--- src/rtl/gmm_ram.sv ---
`default_nettype none
module gmm_ram #(
  parameter int WIDTH = 8,
  parameter int DEPTH = 16
) (
  input  wire logic                     clk,
  input  wire logic                     we,
  input  wire logic [$clog2(DEPTH)-1:0] waddr,
  input  wire logic [WIDTH-1:0]         wdata,
  input  wire logic [$clog2(DEPTH)-1:0] raddr,
  output logic      [WIDTH-1:0]         rdata
);
  logic [WIDTH-1:0] mem [DEPTH];

  always_ff @(posedge clk) begin
    if (we) begin
      mem[waddr] <= wdata;
    end
    rdata <= mem[raddr];
  end
endmodule
`default_nettype wire

--- config.mk ---
export PLATFORM = sky130hd
export DESIGN_NAME = gmm_ram
export DESIGN_NICKNAME = d
export VERILOG_FILES = /design/src/rtl/gmm_ram.sv
export SDC_FILE = /design/constraint.sdc
export NUM_CORES = 1
export LEC_CHECK = 0
export ABC_CLOCK_PERIOD_IN_PS = 2800
export BUFFER_PORTS_ARGS = -buffer_cell sky130_fd_sc_hd__buf_2
export CAP_MARGIN = 15
export CORE_UTILIZATION = 50
export DETAILED_ROUTE_END_ITERATION = 10
export PLACE_DENSITY = 0.67
export RECOVER_POWER = 100
export SLEW_MARGIN = 20
export SYNTH_ARGS = -nofsm -noshare
export SYNTH_HDL_FRONTEND = slang
export SYNTH_SLANG_ARGS = --single-unit
--- constraint.sdc ---
create_clock -name clk -period 2.8 [get_ports clk]
set_clock_uncertainty 0.05 [all_clocks]
set_input_delay 0 -clock clk [delete_from_list [all_inputs] [get_ports clk]]
set_output_delay 0 -clock clk [all_outputs]
set_load 0.02 [all_outputs]
### After elaboration in Yosys (flattened, before gate mapping)

Memory sizes are Yosys's and may differ from the RTL's. A register that Yosys moved wholly into a read port is not among the register bits.
Index checks and enable logic that the tools add are counted.

| storage, ports and cells | value |
|---|---|
| register bits after elaboration | 0 |
| bits in latches | 0 |
| bits in writable memories | 128 |
| memory bits (read-only) | 0 |
| bits of input ports | 18 |
| output and inout port bits | 8 |
| logic and storage cells | 3 |
| memories kept | 1 |

Memory list:

| memory | words | bits a word | rd ports | clocked after memory_dff | wr ports | RTL line | source |
|---|---|---|---|---|---|---|---|
| mem | 16 | 8 | 1 | 1 | 1 | 13 | `logic [WIDTH-1:0] mem [DEPTH];` |

| operators by class | value |
|---|---|
| add/subtract/negate cells | 0 |
| $mul | 0 |
| divide/modulo/power cells | 0 |
| order comparisons | 0 |
| equality and inequality tests | 0 |
| shift-type cells | 0 |
| mux-type cells | 2 |
| bitwise logic cells | 0 |
| reduce and logical (&&, ||, !) cells | 0 |

Operators by type and width:

| kind | count |
|---|---|
| 1-bit two-way mux | 2 |

### Depth between registers and ports, before layout

| logic depth | value |
|---|---|
| word-level depth | 2 |
| depth in mapped cells | 5 |
| mapped depth without buffers | 3 |

### Worst setup path before layout

OpenSTA, ideal clock, no wires.

| timing | value |
|---|---|
| kind | input port to flip-flop |
| start point | input port waddr[2] |
| end point | memory mem[0][0] (enable) |
| library setup time | 0.383 ns |
| arrival time | 1.110 ns |
| data required time | 2.367 ns |
| setup slack | 1.257 ns |
| cell stages on the path | 2 |
| buffers on the path | 0 |
| cell sequence | or3b_2 -> nor3_1 |

RTL lines:

| what | RTL line | source |
|---|---|---|
| start: declaration | 8 | `input wire logic [$clog2(DEPTH)-1:0] waddr,` |
| end: declaration | 13 |  |

Straight into the memory's write port.

### Worst setup path in the final report

| timing | value |
|---|---|
| start point | input port waddr[1] |
| end point | memory mem[0][3] (enable) |

Straight into the memory's write port.

==> results.py <==
metrics = {
    "setup_path": {
        "max_stage_delay_ns": 0.56,
        "end_kind": "flip-flop",
        "reg2reg_to": "rdata[3]",
        "critPathSlowestCell": "dlygate4sd3_1",
        "worstPathArrival_ns": 1.85,
        "rrSetupSlack_ns": 1.38,
        "worst_setup_path_start_kind": "primary input",
        "cp.required_ns": 2.91,
        "cp.buffers_inverters": 4,
        "r2r-start": "mem[5][3]",
        "ff2ff_path_depth": 3,
        "worst-path-max-fanout": 8,
        "path_cells": "dlygate4sd3_1 -> clkbuf_1 -> nor3_1 -> dlygate4sd3_1 -> clkbuf_1",
        "criticalPathCategory": "primary input to flip-flop",
        "crit_family": "buffers and inverters",
    },
    "logic_synthesis": {
        "yosys_most_used_dff": "edfxtp_1",
        "synth.area.top_cells": "edfxtp_1 75%, mux4_2 7.9%, mux4_1 7.1%",
        "yosysMostFrequentCell": "edfxtp_1",
        "synth_seq_area_share": 0.7778,
        "synth_commonest_cells": "128 x edfxtp_1, 18 x mux4_2, 16 x a22oi_1",
        "yosysTopAreaCellShare": 0.7467,
        "synth.distinct_cells": 19,
        "synth-seq-cells": 136,
        "synth_area_per_cell_sq_um": 22.48,
        "synth_nets": 247,
        "synth-edff-count": 128,
        "synth_cells": 229,
        "ys_warn_count": 0,
        "synth_top_area_cell": "edfxtp_1",
        "syn_area_sq_um": 5147,
        "async_flop_share": 0,
    },
    "place": {
        "place_congestion": 0.7881,
        "placed_cell_area_sq_um": 5398,
        "hpwl_um": 5535,
        "io_buffer_count": 25,
    },
    "die": {
        "die_w_um": 103.5,
        "core_area_sq_um": 9864,
        "die_area_sq_um": 10710,
        "start_util": 0.5218,
        "rows": 36,
        "die_y_um": 103.5,
        "io_pins": 26,
    },
    "global_routing": {
        "grt_overflow": 0,
        "grt_max_degree": 33,
        "grt_pass1_wl_um": 13390,
        "antenna_found_initial": 0,
        "grt_pass1_vias": 2387,
        "grt.total_usage": 0.1909,
    },
    "cells_and_area": {
        "postLayoutCoreUtil": 0.6073,
        "final_nets": 298,
        "syn2layout_area_growth_pct": 16.38,
        "n_fill_cell": 701,
        "n_antenna_cell": 0,
        "drive_above_1_share": 0.1911,
        "postLayoutCellArea_sq_um": 5991,
    },
    "drt": {
        "ant_nets": 0,
        "dr_total_vias": 2383,
        "wirelength_um": 8940,
        "vias_per_cell": 5.594,
        "drc": 0,
        "wire_per_inst_um": 20.99,
        "dr.first_iter.drc_count": 159,
        "firstDrtPassIters": 4,
    },
    "sta": {
        "rsz0062_at_grt": "no",
        "fin_crit_ns": 1.736,
        "finalMaxSlewViolations": 0,
        "finalHoldViolations": 0,
        "tightest_slew_ns": 0.9136,
        "timing.hold.ws_ns": 0.01817,
        "post-route-period-util": 0.6202,
        "maxSlewHeadroom": 0.3887,
        "fmax_ghz": 0.5759,
        "tns_ns": 0,
        "setup_viol": 0,
    },
    "clocking": {
        "clkTransAtPathRegs_ns": 0.06,
        "insertion_delay_ns": 0.52,
        "clockBufferDepth": 2,
        "cts_tree": "done",
        "cts-root-buf": "clkbuf_8",
        "htree_levels": 4,
        "cts_buffers": 17,
        "cts.sink_count": 136,
    },
    "worst_hold_path": {
        "worstHoldPathType": "primary input to flip-flop",
        "holdPathStages": 4,
        "hold_start": "raddr[2]",
        "holdPathEnd": "rdata[0]",
    },
    "run_status": {
        "status": "finished, final reports clean",
    },
    "job": {
        "max_cap_viol_count": 0,
    },
    "pwr": {
        "ir_drop_uv": 286.3,
        "powerDensity_nw_per_um2": 742.5,
        "leakagePower_nw": 1.948,
    },
}
[per-layer routing]
layer	up-vias	global-route usage	routed length [um]
met3	11	0.05444	606
met1	1203	0.2512	3775
li1	1078	-	-
met2	91	0.2919	4419
met4	0	0.1018	138
met5	-	0	0
[cell usage in the layout, fill, tap and decap left out, drive strengths merged, types with 8 or more instances in the layout]
| cell | synthesis | routed |
|---|---|---|
| buf | 7 | 8 |
| nor2 | 13 | 13 |
| a22oi | 16 | 16 |
| dlygate4sd3 | 0 | 11 |
| dfxtp | 8 | 8 |
| edfxtp | 128 | 128 |
| mux4 | 32 | 32 |
| clkinv | 0 | 9 |
| clkbuf | 0 | 40 |
| nand2 | 9 | 9 |
[per-stage QoR]
stage                     power (W)  instances  setup slack [ns]
after detailed placement   0.002544        383            0.8969
after CTS                  0.004477        426             1.296
after global routing       0.004570        426            0.9260
after global placement     0.002541        383            0.9030
final                      0.004448        426             1.064
after floorplan            0.002460        229             1.257
[layout make-up]
class                      instances  area (sq um)  area share
tap                              133         166.4     0.02778
timing repair buffer              42         236.5     0.03947
sequential                       136          4004      0.6683
clock inverter                    15         112.6     0.01880
clock buffer                      17         414.1     0.06913
multi-input combinational         83          1057      0.1765
[cell families after synthesis]
group | Yosys count | share of synthesized area
AO/OA/AOI/OAI | 16 | 0.02334
multiplexers | 32 | 0.1502
flip-flops | 136 | 0.7778
AND/OR/NAND/NOR | 35 | 0.03184
buffers and inverters | 10 | 0.01677
[how the worst max path moves through the flow]
stage | start | endpoint | slack [ns] | depth (start not counted)
global route | waddr[1] | mem[0][1] | 0.93 | 5
CTS | waddr[0] | mem[6][7] | 1.30 | 4
finish | waddr[1] | mem[0][3] | 1.06 | 5
global placement | raddr[0] | rdata[4] | 0.90 | 5
detailed placement | raddr[0] | rdata[2] | 0.90 | 5
floorplan | waddr[2] | mem[0][0] | 1.26 | 2
[sequential cells by signal, indices dropped and copies added, names as in the netlist]
name,flops
rdata,8
mem,128
[where the power goes]
| part | total (W) | switching [W] | internal, W |
|---|---|---|---|
| combinational | 0.000211 | 0.000126 | 0.0000853 |
| sequential | 0.00229 | 0.0000144 | 0.00228 |
| clock | 0.00195 | 0.000790 | 0.00116 |
[worst register-to-register path, cell delays in order, from the launching register on]
cell	delay, ns
edfxtp_1	0.37
mux4_1	0.54
a22oi_1	0.24
nand2_1	0.11
[timing repair]
action / in CTS / in global routing
endpoints found under the setup margin: 0 / 0
setup buffers: 0 / 0
endpoints found under the hold margin: 160 / 0
hold buffers: 11 / 0
resized for setup: 0 / 0
No activity file was read; power rests on OpenSTA's default activity.
